$ cat src/rtl/pfd_pkg.sv
package pfd_pkg;

	localparam int DEPTH = 32;
	localparam int IDX_W = $clog2(DEPTH);
	localparam int CNT_W = $clog2(DEPTH + 1);
	localparam int TAG_W = 16;
	localparam int TS_W  = 64;
	localparam int NON_B_LIMIT = 2;

	localparam int FL_B    = 0;
	localparam int FL_SKIP = 1;
	localparam int FL_PTS  = 2;
	localparam int FL_DUR  = 3;

	typedef enum logic {
		OP_PACKET = 1'b0,
		OP_FLUSH  = 1'b1
	} op_t;

	typedef struct packed {
		logic [TAG_W-1:0] tag;
		logic [TS_W-1:0]  dts;
		logic [TS_W-1:0]  pts;
		logic [TS_W-1:0]  dur;
		logic [3:0]       flags;
	} entry_t;

	typedef struct packed {
		logic shift;
		logic load;
		logic set_dur;
		logic set_pts;
	} cell_ctl_t;

	typedef enum logic [2:0] {
		ST_IDLE,
		ST_DUR,
		ST_DRAIN,
		ST_SCAN,
		ST_TIME,
		ST_POP
	} state_t;

endpackage

$ cat src/rtl/pfd_cell.sv
module pfd_cell
	import pfd_pkg::*;
(
	input  logic            clk,
	input  cell_ctl_t       ctl,
	input  entry_t          next_ent,
	input  entry_t          new_ent,
	input  logic [TS_W-1:0] dur_bus,
	input  logic [TS_W-1:0] pts_bus,
	output entry_t          ent
);

	entry_t ent_q;

	// Shift and load never coincide; time and duration updates go to one cell at a time.
	always_ff @(posedge clk) begin
		if (ctl.shift) begin
			ent_q <= next_ent;
		end else if (ctl.load) begin
			ent_q <= new_ent;
		end else begin
			if (ctl.set_dur) begin
				ent_q.dur <= dur_bus;
				ent_q.flags[FL_DUR] <= 1'b1;
			end
			if (ctl.set_pts) begin
				ent_q.pts <= pts_bus;
				ent_q.flags[FL_PTS] <= 1'b1;
			end
		end
	end

	assign ent = ent_q;

endmodule

$ cat config.mk
export PLATFORM = sky130hd
export DESIGN_NAME = pfd_cell
export DESIGN_NICKNAME = d
export VERILOG_FILES = /design/src/rtl/pfd_pkg.sv /design/src/rtl/pfd_cell.sv
export SDC_FILE = /design/constraint.sdc
export NUM_CORES = 1
export LEC_CHECK = 0
export BUFFER_PORTS_ARGS = -buffer_cell sky130_fd_sc_hd__buf_2
export CAP_MARGIN = 20
export CORE_AREA = 4 4 297 299
export CTS_CLUSTER_DIAMETER = 60
export DETAILED_ROUTE_END_ITERATION = 10
export DIE_AREA = 0 0 301 303
export PLACE_DENSITY = 0.37
export SLEW_MARGIN = 20
export SYNTH_ARGS = -nofsm -noshare
export SYNTH_HDL_FRONTEND = slang
export SYNTH_SLANG_ARGS = --single-unit
$ cat constraint.sdc
create_clock -name clk -period 4.4 [get_ports clk]
set_clock_uncertainty 0.15 [all_clocks]
set_input_delay 1.1 -clock clk [delete_from_list [all_inputs] [get_ports clk]]
set_output_delay 1.1 -clock clk [all_outputs]
set_load 0.01 [all_outputs]
; ---- Word-level counts from Yosys, hierarchy flattened
; Index checks and enable logic that the tools add are counted.
; Widths: inputs -> output; s select.
[totals]
word_cells = 17
regBits = 212
[op_classes]
reduce_logical = 3
mux = 7
[ops]
columns = cell, count
row1 = $mux 212, 1
row2 = $mux 130, 1
row3 = $mux 80, 1
row4 = $mux 65, 1
row5 = $mux 64, 1
row6 = $reduce_bool 3->1, 2
row7 = $mux 2, 1
row8 = $reduce_bool 2->1, 1
row9 = $mux 1, 1

; ---- Logic depth before layout (Yosys ltp)
[depth]
ltp_word = 3
depth_mapped = 5

; ---- Least setup slack after synthesis
; No wires, ideal clock.
[synth_timing]
kind = input-to-reg
start = in ctl[2] (netlist bit)
end = reg ent_q (netlist bit ent[0]) (enable)
path_slack_ns = 0.451
path_buffers = 3
arrival_ns = 3.353
setup_time_ns = 0.446
path_stages = 4
cell_sequence = buf_4 buf_8 buf_6 or2_1
[synth_between]
elab_chain_len = 1
[synth_lines]
columns = item, line
row1 = start: declaration, pfd_cell.sv:5  ; input cell_ctl_t ctl,
row2 = $reduce_bool 2->1 (no source line), --
row3 = end signal: assignment, pfd_cell.sv:18  ; ent_q <= next_ent;
row4 = end signal: assignment, pfd_cell.sv:20  ; ent_q <= new_ent;
row5 = end: declaration, pfd_cell.sv:13  ; entry_t ent_q;
; Every way passes these cells.
; A chain may end at the register's enable or synchronous reset.

; ---- Final worst setup path
[layout_timing]
start = in ctl[3] (netlist bit)
end = reg ent_q (netlist bit ent[188]) (data pin)
[layout_between]
elab_chain_len = 1
[layout_lines]
columns = item, line
row1 = $mux 212, pfd_cell.sv:17  ; if (ctl.shift) begin
; Every way passes these cells.

==> impl_metrics.yaml <==
finish:
  fin_nets: 2051
  area_growth_pct: 60.9
  largest_reg_flops: 212
  drive_gt1_share_pct: 54.5
power:
  leakage_nw: 7.38
  switchingPower_w: 0.00157
  p_int_w: 0.00442
  sw_frac_of_total_pct: 26.2
  max-vdd-ir-drop_mv: 0.259
  p_seq_share_pct: 42.7
  power.share.clock_pct: 40.4
  powerDensity_mw_per_mm2: 369
  comb_power_share_pct: 17.0
yosys:
  syn_inst: 739
  ys_types: 16
  synth_edf_count: 212
  syn_area_per_cell_sq_um: 13.6
  yosysMostFrequentCell: "edfxtp_1"
  syn_nets: 1296
  yosys-top-cells-count: "edfxtp_1, mux2i_1, nand2_1, o21ai_1, mux2_1"
  synth_ff_type: "edfxtp_1"
  synth_top_area_share_pct: 63.2
  seq_area_frac_synth_pct: 63.2
  synth_area_leaders: "edfxtp_1, mux2i_1, mux2_1"
  synth-warning-count: 0
  yosysTopAreaCell: "edfxtp_1"
  netlist_area_sq_mm: 0.0101
  synthArstFlopShare_pct: 0
  ys_ff_latch: 212
clock_tree:
  clk_pin_slew_ns: 0.06
  postCtsSetupBuffers: 0
  cts_resized: 0
  cts_buffer_depth: 3
  cts_tree: "yes"
  cts_buffers: 30
  cts.sinks: 212
  clockRootBuffer: "clkbuf_16"
  hold_buffers: 0
  htree_levels: 1
route:
  drtIter0Drc: 401
  vias_per_cell: 3.30
  first_pass_iters: 4
  finalWirelength_mm: 43.9
  drc: 0
  wl_per_cell_um: 16.5
  ant_nets: 0
  vias: 8792
run_status:
  status: "completed"
placement:
  placement.io_buffers: 768
  place_ws_ns: 1.24
  dpl.hpwl_mm: 36.1
  gp_congestion: 0.928
critical_path:
  path_max_fanout: 150
  arrival_ns: 2.71
  crit_type: "in2reg"
  crit_chain: "buf_8 > buf_12 > mux2_1"
  timing.critical_path.from: "ctl[3]"
  required_ns: 4.56
  critPathTopFamily: "buffers and inverters"
  slowest_stage: "buf_12"
  worst_setup_path_end_kind: "flop"
  slowest_delay_ns: 0.51
  worstSetupStartpointType: "input port"
  path_buf_inv: 2
timing:
  tightest_slew_ns: 0.741
  max_freq_ghz: 0.392
  tns_ns: 0
  maxSlewHeadroom_pct: 50.6
  fin_ws_ns: 1.85
  finalCriticalPeriod_ns: 2.55
  rsz0062_at_grt: "no"
  slew_viol_final: 0
  setup_viol: 0
  period_share_pct: 58.0
  holdWs_ns: 0.659
  hold_viol: 0
global_route:
  grt_pass1_vias: 9393
  grt_max_degree: 151
  grt_overflow: 0
  antenna_found_initial: 10
  grtUsageTotal_pct: 8.77
  grt_pass1_wl_mm: 59.6
floorplanning:
  rows: 107
  die_w_um: 301
  coreArea_sq_mm: 0.0851
  dieArea_sq_mm: 0.0912
  die_h_um: 303
  io_pins: 769
  start_util_pct: 11.8
min_path:
  hold_end: "ent[201]"
  hold_start: "new_ent[201]"
  hold_path_depth: 2
  hold_path_class: "in2reg"
flow_run:
  drv_cap: 0
==> cells by family after synthesis <==
| logic type | count (synthesis) | share of synthesized area, % |
|---|---|---|
| flops | 212 | 63.2 |
| mux | 210 | 21.9 |
| simple gates | 132 | 5.02 |
| compound gates | 130 | 6.53 |
| buf+inv | 55 | 3.38 |
==> placed cells by master, fill, tap and decap left out, types with 4 or more instances in the layout <==
cell,count
buf_12,8
clkbuf_1,4
mux2i_1,128
nand2_1,128
edfxtp_1,212
o21ai_1,128
clkinvlp_4,6
buf_2,766
mux2_1,82
clkbuf_16,31
clkinv_2,4
==> layer usage <==
metal | vias up | wire, um | track usage, %
met3 | 72 | 4080 | 2.85
met1 | 3979 | 14800 | 8.69
met5 | - | 50 | 0
li1 | 4276 | - | -
met2 | 459 | 23800 | 17.2
met4 | 6 | 1170 | 2.70
==> through the flow <==
step / cells / total power (W) / cell area [sq um] / util (%)
after floorplan: 739 / 0.00301 / 10100 / -
after CTS: 2662 / 0.00615 / 16200 / 19.0
after global placement: 2606 / 0.00366 / 15200 / 17.9
final: 2664 / 0.00599 / 16200 / 19.0
after detailed placement: 2606 / 0.00365 / 15200 / 17.9
after global routing: 2662 / 0.00632 / 16200 / 19.0
==> cell type report <==
class	count	area (sq um)
Sequential cell	212	6370
Clock inverter	21	213
Tap cell	1144	1430
Inverter	2	7.51
Clock buffer	35	791
Timing Repair Buffer	776	4020
Antenna cell	2	5.00
Fill cell	9509	68900
Multi-Input combinational cell	472	3380
==> worst max path at each step <==
stage / end / slack, ns / depth (start not counted)
floorplan: ent[0] / 0.45 / 4
global placement: ent[188] / 1.28 / 3
detailed placement: ent[45] / 1.24 / 3
CTS: ent[11] / 1.77 / 1
global route: ent[181] / 1.76 / 3
finish: ent[188] / 1.85 / 3
==> power groups by stage <==
stage          Clock [W]  Combinational (W)  Sequential (W)
2_1_floorplan          0           0.000294         0.00272
3_3_place_gp           0            0.00105         0.00260
3_5_place_dp           0            0.00105         0.00260
4_1_cts          0.00253            0.00105         0.00256
5_1_grt          0.00263            0.00112         0.00258
6_report         0.00242            0.00102         0.00256
No activity file was read; power rests on OpenSTA's default activity.
